==> config.mk <==
export PLATFORM = sky130hd
export DESIGN_NAME = mag_hard_iron_tilt_angles_core
export DESIGN_NICKNAME = d
export VERILOG_FILES = /design/src/rtl/mhi_pkg.sv /design/src/rtl/mhi_ctrl.sv /design/src/rtl/mhi_datapath.sv /design/src/rtl/mag_hard_iron_tilt_angles_core.sv
export VERILOG_INCLUDE_DIRS = /design/src /design/src/rtl
export SDC_FILE = /design/constraint.sdc
export NUM_CORES = 2
export LEC_CHECK = 0
export ABC_AREA = 1
export BUFFER_PORTS_ARGS = -buffer_cell sky130_fd_sc_hd__buf_2
export CORE_MARGIN = 3
export CORE_UTILIZATION = 45
export CTS_CLUSTER_DIAMETER = 200
export DETAILED_ROUTE_END_ITERATION = 6
export HOLD_SLACK_MARGIN = 0.08
export SYNTH_ARGS = -nofsm -noshare
export SYNTH_HDL_FRONTEND = slang
export SYNTH_SLANG_ARGS = --single-unit
==> constraint.sdc <==
create_clock -name clk_i -period 6.95 [get_ports clk_i]
set_input_delay 1.0425 -clock clk_i [delete_from_list [all_inputs] [get_ports clk_i]]
set_output_delay 1.0425 -clock clk_i [all_outputs]
set_load 0.01 [all_outputs]
==> src/rtl/mag_hard_iron_tilt_angles_core_assert.svh <==
// assertion macros included by the rtl datapath
`ifndef MAG_HARD_IRON_TILT_ANGLES_CORE_ASSERT_SVH
`define MAG_HARD_IRON_TILT_ANGLES_CORE_ASSERT_SVH
// implication checked every clock, disabled in reset
`define MHI_ASSERT_IMP(label, clk, rst_n, pre, post) \
  label: assert property (@(posedge clk) disable iff (!rst_n) (pre) |-> (post)) \
    else $error("assertion failed");
// next-cycle implication
`define MHI_ASSERT_NXT(label, clk, rst_n, pre, post) \
  label: assert property (@(posedge clk) disable iff (!rst_n) (pre) |=> (post)) \
    else $error("assertion failed");
`endif

==> src/rtl/mhi_pkg.sv <==
// shared types and constants of the hard-iron and angle block
package mhi_pkg;
  localparam int StepCount = 19;
  localparam int WorkBits  = 16;
  localparam int IterBits  = 5;

  // controller states
  typedef enum logic [2:0] {
    ST_IDLE,
    ST_TRACK,
    ST_SQRT,
    ST_LOAD,
    ST_ITER,
    ST_ROUND,
    ST_OUT
  } state_e;

  // angle job selection
  typedef enum logic [1:0] {
    JOB_RAW,
    JOB_COR,
    JOB_TA,
    JOB_TB
  } job_e;

  // commands from controller to datapath
  typedef struct packed {
    logic in_take;
    logic track;
    logic sqrt_init;
    logic sqrt_step;
    logic load;
    logic iter;
    logic round;
    job_e job;
  } cmd_t;

  // status from datapath to controller
  typedef struct packed {
    logic sqrt_done;
    logic iter_done;
  } sts_t;

  // atan(2^-i) in 2^-16 degree
  function automatic logic [22:0] atan_step(input logic [IterBits-1:0] i);
    case (i)
      5'd0:  atan_step = 23'd2949120;
      5'd1:  atan_step = 23'd1740967;
      5'd2:  atan_step = 23'd919879;
      5'd3:  atan_step = 23'd466945;
      5'd4:  atan_step = 23'd234379;
      5'd5:  atan_step = 23'd117304;
      5'd6:  atan_step = 23'd58666;
      5'd7:  atan_step = 23'd29335;
      5'd8:  atan_step = 23'd14668;
      5'd9:  atan_step = 23'd7334;
      5'd10: atan_step = 23'd3667;
      5'd11: atan_step = 23'd1833;
      5'd12: atan_step = 23'd917;
      5'd13: atan_step = 23'd458;
      5'd14: atan_step = 23'd229;
      5'd15: atan_step = 23'd115;
      5'd16: atan_step = 23'd57;
      5'd17: atan_step = 23'd29;
      5'd18: atan_step = 23'd14;
      default: atan_step = 23'd0;
    endcase
  endfunction
endpackage

==> src/rtl/mhi_ctrl.sv <==
// controller sequencing tracking, square root and four cordic runs
module mhi_ctrl (
  input  logic          clk_i,
  input  logic          rst_ni,
  input  logic          in_valid_i,
  output logic          in_stall_o,
  output logic          out_valid_o,
  input  logic          out_stall_i,
  input  mhi_pkg::sts_t sts_i,
  output mhi_pkg::cmd_t cmd_o
);
  mhi_pkg::state_e state_q, state_d;
  mhi_pkg::job_e   job_q, job_d;

  // next state
  always_comb begin
    state_d = state_q;
    job_d   = job_q;
    case (state_q)
      mhi_pkg::ST_IDLE:  if (in_valid_i) state_d = mhi_pkg::ST_TRACK;
      mhi_pkg::ST_TRACK: state_d = mhi_pkg::ST_SQRT;
      mhi_pkg::ST_SQRT: begin
        if (sts_i.sqrt_done) begin
          state_d = mhi_pkg::ST_LOAD;
          job_d   = mhi_pkg::JOB_RAW;
        end
      end
      mhi_pkg::ST_LOAD:  state_d = mhi_pkg::ST_ITER;
      mhi_pkg::ST_ITER:  if (sts_i.iter_done) state_d = mhi_pkg::ST_ROUND;
      mhi_pkg::ST_ROUND: begin
        if (job_q == mhi_pkg::JOB_TB) begin
          state_d = mhi_pkg::ST_OUT;
        end else begin
          state_d = mhi_pkg::ST_LOAD;
          job_d   = mhi_pkg::job_e'(job_q + 2'd1);
        end
      end
      mhi_pkg::ST_OUT: begin
        if (!out_stall_i) state_d = mhi_pkg::ST_IDLE;
      end
      default: state_d = mhi_pkg::ST_IDLE;
    endcase
  end

  // outputs
  always_comb begin
    cmd_o           = '0;
    cmd_o.job       = job_q;
    in_stall_o      = (state_q != mhi_pkg::ST_IDLE);
    out_valid_o     = (state_q == mhi_pkg::ST_OUT);
    cmd_o.in_take   = (state_q == mhi_pkg::ST_IDLE) && in_valid_i;
    cmd_o.track     = (state_q == mhi_pkg::ST_TRACK);
    cmd_o.sqrt_init = (state_q == mhi_pkg::ST_TRACK);
    cmd_o.sqrt_step = (state_q == mhi_pkg::ST_SQRT);
    cmd_o.load      = (state_q == mhi_pkg::ST_LOAD);
    cmd_o.iter      = (state_q == mhi_pkg::ST_ITER);
    cmd_o.round     = (state_q == mhi_pkg::ST_ROUND);
  end

  // state registers
  always_ff @(posedge clk_i or negedge rst_ni) begin
    if (!rst_ni) begin
      state_q <= mhi_pkg::ST_IDLE;
      job_q   <= mhi_pkg::JOB_RAW;
    end else begin
      state_q <= state_d;
      job_q   <= job_d;
    end
  end
endmodule

==> src/rtl/mhi_datapath.sv <==
// datapath: min/max tracking, bit-serial square root, shared cordic
module mhi_datapath #(
  parameter int SampleBits = 16,
  parameter int AngleFracBits = 6
) (
  input  logic                          clk_i,
  input  logic                          rst_ni,
  input  mhi_pkg::cmd_t                 cmd_i,
  output mhi_pkg::sts_t                 sts_o,
  input  logic signed [SampleBits-1:0]  accel_x_i,
  input  logic signed [SampleBits-1:0]  accel_y_i,
  input  logic signed [SampleBits-1:0]  accel_z_i,
  input  logic signed [SampleBits-1:0]  field_x_i,
  input  logic signed [SampleBits-1:0]  field_y_i,
  input  logic signed [SampleBits-1:0]  field_z_i,
  output logic signed [8+AngleFracBits:0] heading_raw_o,
  output logic signed [8+AngleFracBits:0] heading_corrected_o,
  output logic signed [8+AngleFracBits:0] tilt_a_o,
  output logic signed [7+AngleFracBits:0] tilt_b_o,
  output logic signed [SampleBits-1:0]  offset_x_o,
  output logic signed [SampleBits-1:0]  offset_y_o,
  output logic signed [SampleBits-1:0]  offset_z_o,
  output logic signed [SampleBits:0]    corrected_x_o,
  output logic signed [SampleBits:0]    corrected_y_o,
  output logic signed [SampleBits:0]    corrected_z_o
);
  localparam int SB = SampleBits;
  localparam int AW = 9 + AngleFracBits;
  // operand width: up to sb+2 signed, scaled and grown by cordic gain
  localparam int OW = SB + 2;
  localparam int CW = OW + mhi_pkg::WorkBits + 2;
  localparam int ZW = 26;
  localparam int SQW = 2 * SB;
  localparam int RW = SB + 1;
  localparam int SqIters = SB;
  localparam int SqCntW = $clog2(SqIters + 1);
  localparam int RShift = mhi_pkg::WorkBits - AngleFracBits;
  localparam logic signed [ZW-1:0] Z90 = ZW'(90 * (1 << mhi_pkg::WorkBits));
  localparam logic signed [ZW-1:0] HalfLsb = ZW'(1 << (RShift - 1));

  // captured sample
  logic signed [SB-1:0] ax_q, ay_q, az_q, fx_q, fy_q, fz_q;
  logic signed [SB-1:0] mx_q [3];
  logic signed [SB-1:0] mn_q [3];
  logic signed [SB-1:0] off_q [3];
  logic signed [SB:0]   cor_q [3];

  always_ff @(posedge clk_i) begin
    if (cmd_i.in_take) begin
      ax_q <= accel_x_i; ay_q <= accel_y_i; az_q <= accel_z_i;
      fx_q <= field_x_i; fy_q <= field_y_i; fz_q <= field_z_i;
    end
  end

  // running extremes and offsets
  logic signed [SB-1:0] fld [3];
  logic signed [SB-1:0] nmx [3];
  logic signed [SB-1:0] nmn [3];
  logic signed [SB:0]   msum [3];
  logic signed [SB-1:0] noff [3];
  always_comb begin
    fld[0] = fx_q; fld[1] = fy_q; fld[2] = fz_q;
    for (int k = 0; k < 3; k++) begin
      nmx[k]  = (fld[k] > mx_q[k]) ? fld[k] : mx_q[k];
      nmn[k]  = (fld[k] < mn_q[k]) ? fld[k] : mn_q[k];
      msum[k] = (SB+1)'(nmx[k]) + (SB+1)'(nmn[k]);
      noff[k] = msum[k][SB:1];
    end
  end

  always_ff @(posedge clk_i or negedge rst_ni) begin
    if (!rst_ni) begin
      for (int k = 0; k < 3; k++) begin
        mx_q[k] <= {1'b1, {(SB-1){1'b0}}};
        mn_q[k] <= {1'b0, {(SB-1){1'b1}}};
      end
    end else if (cmd_i.track) begin
      for (int k = 0; k < 3; k++) begin
        mx_q[k] <= nmx[k];
        mn_q[k] <= nmn[k];
      end
    end
  end

  always_ff @(posedge clk_i) begin
    if (cmd_i.track) begin
      for (int k = 0; k < 3; k++) begin
        off_q[k] <= noff[k];
        cor_q[k] <= (SB+1)'(fld[k]) - (SB+1)'(noff[k]);
      end
    end
  end

  // bit-serial square root, one result bit a cycle
  logic [SQW-1:0]    sq_n_q;
  logic [RW:0]       sq_r_q;
  logic [SQW+1:0]    sq_rem_q;
  logic [SqCntW-1:0] sq_cnt_q;
  logic [SQW+1:0]    sq_rem_sh, sq_trial;
  logic signed [SQW-1:0] ay_w, az_w;
  logic [SQW-1:0]    ay2, az2;
  // squares formed at full product width
  assign ay_w = SQW'(ay_q);
  assign az_w = SQW'(az_q);
  assign ay2 = $unsigned(ay_w * ay_w);
  assign az2 = $unsigned(az_w * az_w);
  always_comb begin
    sq_rem_sh = {sq_rem_q[SQW-1:0], sq_n_q[SQW-1 -: 2]};
    sq_trial  = sq_rem_sh - (SQW+2)'({sq_r_q, 2'b01});
  end
  always_ff @(posedge clk_i) begin
    if (cmd_i.sqrt_init) begin
      sq_n_q   <= SQW'(ay2 + az2);
      sq_r_q   <= '0;
      sq_rem_q <= '0;
      sq_cnt_q <= '0;
    end else if (cmd_i.sqrt_step) begin
      sq_n_q   <= {sq_n_q[SQW-3:0], 2'b00};
      sq_cnt_q <= sq_cnt_q + 1'b1;
      if (!sq_trial[SQW+1]) begin
        sq_rem_q <= sq_trial;
        sq_r_q   <= {sq_r_q[RW-1:0], 1'b1};
      end else begin
        sq_rem_q <= sq_rem_sh;
        sq_r_q   <= {sq_r_q[RW-1:0], 1'b0};
      end
    end
  end
  assign sts_o.sqrt_done = cmd_i.sqrt_step && (sq_cnt_q == SqCntW'(SqIters - 1));

  // operand selection for the current angle job
  logic signed [OW-1:0] op_y, op_x;
  always_comb begin
    case (cmd_i.job)
      mhi_pkg::JOB_RAW: begin
        op_y = -OW'(fy_q); op_x = OW'(fx_q);
      end
      mhi_pkg::JOB_COR: begin
        op_y = -OW'(cor_q[1]); op_x = OW'(cor_q[0]);
      end
      mhi_pkg::JOB_TA: begin
        op_y = OW'(ay_q); op_x = OW'(az_q);
      end
      default: begin
        op_y = -OW'(ax_q); op_x = OW'($signed({1'b0, sq_r_q[RW-1:0]}));
      end
    endcase
  end

  // cordic vectoring, one step a cycle
  logic signed [CW-1:0] cx_q, cy_q;
  logic signed [ZW-1:0] cz_q;
  logic [mhi_pkg::IterBits-1:0] it_q;
  logic                 zero_q;
  logic signed [CW-1:0] cx_sh, cy_sh;
  logic signed [ZW-1:0] tstep;
  logic signed [OW-1:0] pre_x, pre_y;
  logic signed [ZW-1:0] pre_z;
  always_comb begin
    pre_x = op_x; pre_y = op_y; pre_z = '0;
    if (op_x < 0) begin
      if (op_y >= 0) begin
        pre_x = op_y; pre_y = -op_x; pre_z = Z90;
      end else begin
        pre_x = -op_y; pre_y = op_x; pre_z = -Z90;
      end
    end
    cx_sh = cx_q >>> it_q;
    cy_sh = cy_q >>> it_q;
    tstep = ZW'($signed({1'b0, mhi_pkg::atan_step(it_q)}));
  end
  always_ff @(posedge clk_i) begin
    if (cmd_i.load) begin
      cx_q   <= CW'(pre_x) <<< mhi_pkg::WorkBits;
      cy_q   <= CW'(pre_y) <<< mhi_pkg::WorkBits;
      cz_q   <= pre_z;
      it_q   <= '0;
      zero_q <= (op_x == 0) && (op_y == 0);
    end else if (cmd_i.iter) begin
      it_q <= it_q + 1'b1;
      if (cy_q > 0) begin
        cx_q <= cx_q + cy_sh; cy_q <= cy_q - cx_sh; cz_q <= cz_q + tstep;
      end else if (cy_q < 0) begin
        cx_q <= cx_q - cy_sh; cy_q <= cy_q + cx_sh; cz_q <= cz_q - tstep;
      end
    end
  end
  assign sts_o.iter_done = cmd_i.iter &&
                           (it_q == mhi_pkg::IterBits'(mhi_pkg::StepCount - 1));

  // rounding and saturation
  logic signed [ZW-1:0] zr;
  logic signed [ZW-1:0] lim;
  logic signed [ZW-1:0] ang;
  always_comb begin
    zr  = (cz_q + HalfLsb) >>> RShift;
    lim = (cmd_i.job == mhi_pkg::JOB_TB) ? ZW'(90 << AngleFracBits)
                                         : ZW'(180 << AngleFracBits);
    ang = zr;
    if (zr > lim) ang = lim;
    if (zr < -lim) ang = -lim;
    if (zero_q) ang = '0;
  end
  always_ff @(posedge clk_i) begin
    if (cmd_i.round) begin
      case (cmd_i.job)
        mhi_pkg::JOB_RAW: heading_raw_o       <= ang[AW-1:0];
        mhi_pkg::JOB_COR: heading_corrected_o <= ang[AW-1:0];
        mhi_pkg::JOB_TA:  tilt_a_o            <= ang[AW-1:0];
        default:          tilt_b_o            <= ang[AW-2:0];
      endcase
    end
  end

  assign offset_x_o = off_q[0];
  assign offset_y_o = off_q[1];
  assign offset_z_o = off_q[2];
  assign corrected_x_o = cor_q[0];
  assign corrected_y_o = cor_q[1];
  assign corrected_z_o = cor_q[2];

`include "mag_hard_iron_tilt_angles_core_assert.svh"
  // tracked maximum never falls
  `MHI_ASSERT_NXT(a_max_mono, clk_i, rst_ni, cmd_i.track, mx_q[0] >= $past(mx_q[0]))
  // after tracking the offset lies between minimum and maximum
  `MHI_ASSERT_NXT(a_off_range, clk_i, rst_ni, cmd_i.track,
                  off_q[0] <= mx_q[0] && off_q[0] >= mn_q[0])
  // cordic counter stays within its run
  `MHI_ASSERT_IMP(a_iter_range, clk_i, rst_ni, cmd_i.iter,
                  it_q < mhi_pkg::IterBits'(mhi_pkg::StepCount))
endmodule

==> src/rtl/mag_hard_iron_tilt_angles_core.sv <==
// top level of the magnetometer hard-iron calibration and angle block
// One sample at a time: the block takes a request while idle, then runs
// min/max tracking, the bit-serial square root over SampleBits result bits
// and four runs of the shared one-step-per-cycle cordic (load, 19 steps,
// round), then presents the result and holds it until taken. New requests
// stall until then; most of the work falls to the single shared cordic.
module mag_hard_iron_tilt_angles_core #(
  parameter int SampleBits = 16,
  parameter int AngleFracBits = 6
) (
  input  logic                            clk_i,
  input  logic                            rst_ni,
  input  logic                            in_valid_i,
  output logic                            in_stall_o,
  input  logic signed [SampleBits-1:0]    accel_x_i,
  input  logic signed [SampleBits-1:0]    accel_y_i,
  input  logic signed [SampleBits-1:0]    accel_z_i,
  input  logic signed [SampleBits-1:0]    field_x_i,
  input  logic signed [SampleBits-1:0]    field_y_i,
  input  logic signed [SampleBits-1:0]    field_z_i,
  output logic                            out_valid_o,
  input  logic                            out_stall_i,
  output logic signed [8+AngleFracBits:0] heading_raw_o,
  output logic signed [8+AngleFracBits:0] heading_corrected_o,
  output logic signed [8+AngleFracBits:0] tilt_a_o,
  output logic signed [7+AngleFracBits:0] tilt_b_o,
  output logic signed [SampleBits-1:0]    offset_x_o,
  output logic signed [SampleBits-1:0]    offset_y_o,
  output logic signed [SampleBits-1:0]    offset_z_o,
  output logic signed [SampleBits:0]      corrected_x_o,
  output logic signed [SampleBits:0]      corrected_y_o,
  output logic signed [SampleBits:0]      corrected_z_o
);
  mhi_pkg::cmd_t cmd;
  mhi_pkg::sts_t sts;

  // sequencer
  mhi_ctrl u_ctrl (
    .clk_i, .rst_ni, .in_valid_i, .in_stall_o, .out_valid_o, .out_stall_i,
    .sts_i(sts), .cmd_o(cmd)
  );

  // arithmetic
  mhi_datapath #(.SampleBits(SampleBits), .AngleFracBits(AngleFracBits)) u_dp (
    .clk_i, .rst_ni, .cmd_i(cmd), .sts_o(sts),
    .accel_x_i, .accel_y_i, .accel_z_i, .field_x_i, .field_y_i, .field_z_i,
    .heading_raw_o, .heading_corrected_o, .tilt_a_o, .tilt_b_o,
    .offset_x_o, .offset_y_o, .offset_z_o,
    .corrected_x_o, .corrected_y_o, .corrected_z_o
  );
endmodule

==> results by group <==
Logic synthesis
  – Mux contribution to synthesized area: 0.000325
  – Dominant synthesized flop cell: edfxtp_1
  – Share of flip-flops with an asynchronous set or reset: 0.178
  – Sequential area share after synthesis: 0.251
  – Compound-Gate Fraction of Synth Area: 0.121
  – Number of synthesized register bits: 568
  – Top cell type by total area after synthesis: fa_1
  – Post-Syn Nets: 9,053
  – Cell count after synthesis: 7,937
  – Number of flops mapped to enable cells by yosys: 353
  – Post-Syn Area: 61,500 um^2
  – Post-synth cell types: 66
  – Post-synthesis xor/xnor area fraction: 0.0454
  – Most area-consuming cells after synthesis: fa_1, edfxtp_1, nand2_1, ha_1, inv_1
  – Main combinational cell family by area after synthesis: adder cells
  – Post-Syn Area per Cell: 7.75 um^2
  – Adder-Cell Fraction of Synth Area: 0.272
  – Top-area cell type share of the netlist area: 0.174
  – Simple-gate share of the synthesized area: 0.206
  – Ys Warns: 0

Global routing
  – Initial antenna violation count: 14
  – Total global routing overflow: 0
  – Largest net degree at the start of global routing: 110
  – Vias in the first global route: 53.7k
  – GRT Total Usage: 0.274
  – First-pass GRT wire length: 303,000 um

Detailed routing
  – Via count: 54.8k
  – Via density: 5.34
  – WL final: 194,000 um
  – WL per Instance: 18.9 um
  – Iteration-0 DRC Markers: 4,505
  – Post-route DRC violation count: 0
  – DR pass1 iterations: 7
  – Routed Antenna Nets: 0

Clocking
  – Clock slew at reported path FFs: 0.06 ns
  – Clock buffer depth: 3
  – H-tree levels: 3
  – Hold_buf cts: 0
  – CTS Root Cell: clkbuf_16
  – TritonCTS Buffers: 74
  – Clock Latency Late Sink: 0.69 ns
  – CTS tree: built
  – Clk sinks: 568

Worst setup path
  – Crit Path Category: register to register
  – CP required: 7.38 ns
  – Max Fanout on Critical Path: 4
  – Crit path capture type: register
  – Worst EP arrival: 7.56 ns
  – Slowest Stage Delay on Critical Path: 0.56 ns
  – Slowest-stage cell, CP: fa_2
  – R2R Path Start: u_dp.az_q[15]
  – Critical Path Start Type: register
  – Reg2reg path depth: 29
  – Worst Setup SP: u_dp.az_q[15]

Placement
  – Routability cong.: 0.959
  – Placed Cells: 10.1k
  – Pre-CTS setup slack: -0.372 ns
  – DP Wirelength: 156,000 um
  – Port bufs: 259
  – Placed cell areas: 66,800 um^2

Floorplan
  – Starting Density: 0.454
  – Ports: 260
  – Row cnt: 135
  – Core area: 136,000 um^2
  – Die ar.: 141,000 um^2
  – Die X: 376 um
  – Chip height: 376 um

Layout
  – Layout Nets: 9,524
  – Non-Filler Instances: 10.3k
  – Synth-to-Final Area Change: 14.9%
  – Final instance area: 70,700 um^2
  – Share of cells above drive strength 1: 0.134
  – Filler cells: 13.0k

Timing
  – Clock Skew: 0.0464 ns
  – Final WS setup: -0.184 ns
  – Worst slew margin: 0.224
  – Fin crit share: 1.03
  – # setup viols final: 8
  – Tmin final: 7.13 ns
  – Final hold vios: 0
  – Worst slew pin tran: 1.16 ns
  – Maximum clock rate: 140 MHz
  – Pins Over Slew Limit: 0
  – RSZ-0062 raised after global routing: yes

Status
  – Failing checks: setup timing
  – Outcome: complete, but fails checks

Run
  – Max-cap violation count: 0

Min path
  – Worst Hold Class: input pin to async pin
path summary, 6_finish.rpt:
| path | end | slack, ns |
|---|---|---|
| worst max-delay path | u_dp.sq_n_q[25] | -0.18 |
| worst min-delay path | u_dp.mx_q[4] | 0.41 |
| worst max register to register | u_dp.sq_n_q[25] | -0.18 |
| worst min register to register | u_dp.sq_cnt_q[3] | 0.48 |
| max in group asynchronous | u_ctrl.state_q[2] | 5.20 |
| min in group clk_i | u_dp.sq_cnt_q[3] | 0.48 |
critical path: cells and delay by family (launching register included):
kind / cells / cell delay [ns]
buffers and inverters: 9 / 0.91
AOI/OAI and AO/OA: 5 / 0.79
adders and majority gates: 9 / 4.20
DFF: 1 / 0.43
and+or+nand+nor: 6 / 0.57
per-stage QoR:
| stage | TNS (ns) | utilization | hold WS [ns] |
|---|---|---|---|
| after floorplan | 0 | - | 0.422 |
| after global placement | -2.44 | 0.493 | 0.440 |
| after detailed placement | -3.13 | 0.493 | 0.461 |
| after CTS | -0.414 | 0.516 | 0.384 |
| after global routing | -4.14 | 0.521 | 0.436 |
| final | -0.721 | 0.521 | 0.414 |
Yosys cell counts, types with 15 or more instances:
cell	count
nand2_1	1798
inv_1	1378
o21ai_0	541
fa_1	534
a21oi_1	526
nand3_1	504
ha_1	482
nor2_1	447
edfxtp_1	353
xor2_1	213
clkbuf_1	156
dfxtp_1	114
xnor2_1	103
nand4_1	56
nor3_1	56
buf_2	54
dfrtp_1	53
dfstp_2	48
o21ai_1	48
o211ai_1	42
nor4_1	39
buf_1	35
nand2_2	27
o21bai_1	25
or2_2	24
o21a_1	23
a21o_1	20
o22ai_1	20
a31oi_1	17
nor2_2	17
o221ai_1	17
inv_2	16
o31ai_1	15
final cells by class:
cell class                      count  area (um^2)  area share
Multi-Input combinational cell   5707        40500       0.573
Sequential cell                   568        15500       0.219
Tap cell                         1781         2230      0.0315
Clock buffer                       95         2010      0.0285
Inverter                         1404         5280      0.0747
Antenna cell                        6         15.0    0.000212
Clock inverter                     41          654     0.00926
Timing Repair Buffer              653         4550      0.0644
layout by cell type (no fill, tap or decap), drive strengths merged, types with 7 or more instances in the layout:
cell type,count
xor2,214
bufinv,12
ha,482
o21ai,603
o211ai,42
dfstp,48
a21o,20
and2,7
inv,1397
nor2,472
o221ai,17
nand2,1825
nand3b,16
a21boi,7
o22ai,20
clkbuf,96
dfrtp,53
dfxtp,114
a21oi,527
nand3,509
fa,534
clkinv,32
or2,27
nor3,59
o21bai,25
edfxtp,353
o21a,23
a31oi,17
nand4,56
o31ai,15
nor4,40
buf,652
xnor2,103
registers in the layout, indices dropped and copies added (netlist names), 15 cells and up:
register                  flops
u_dp.cor_q                   51
u_dp.heading_raw_o           15
u_dp.tstep                   22
u_dp.cy_q                    36
u_dp.cx_q                    36
u_dp.heading_corrected_o     15
u_dp.ax_q                    16
u_dp.mn_q                    48
u_dp.sq_rem_q                32
u_dp.mx_q                    48
u_dp.az_q                    16
u_dp.fz_q                    16
u_dp.off_q                   48
u_dp.ay_q                    16
u_dp.fx_q                    16
u_dp.tilt_a_o                15
u_dp.sq_r_q                  18
u_dp.cz_q                    26
u_dp.sq_n_q                  32
u_dp.fy_q                    16
per-layer routing:
metal / global-route usage / wire, um / vias up
met3: 0.0398 / 13200 / 275
li1: - / - / 26500
met2: 0.446 / 89200 / 1680
met4: 0.0832 / 6220 / 12
met5: 0 / 95 / -
met1: 0.377 / 85200 / 26300
kinds of logic after synthesis:
logic type,Yosys count
compound gates,1355
xor+xnor,317
fa+ha+maj,1016
buf+inv,1662
flops,568
mux,2
simple gates,3017
timing repair:
| item | 4_1_cts | 5_1_grt |
|---|---|---|
| resized for setup | 98 | 127 |
| pin swaps | 62 | 94 |
| cloned | 1 | 1 |
| setup buffers | 23 | 33 |
| hold endpoints to repair | 0 | 0 |
| endpoints found under the setup margin | 15 | 23 |
Power is not shown: default switching activity piles up to over one toggle a cycle in this logic, so the estimate is an artifact.
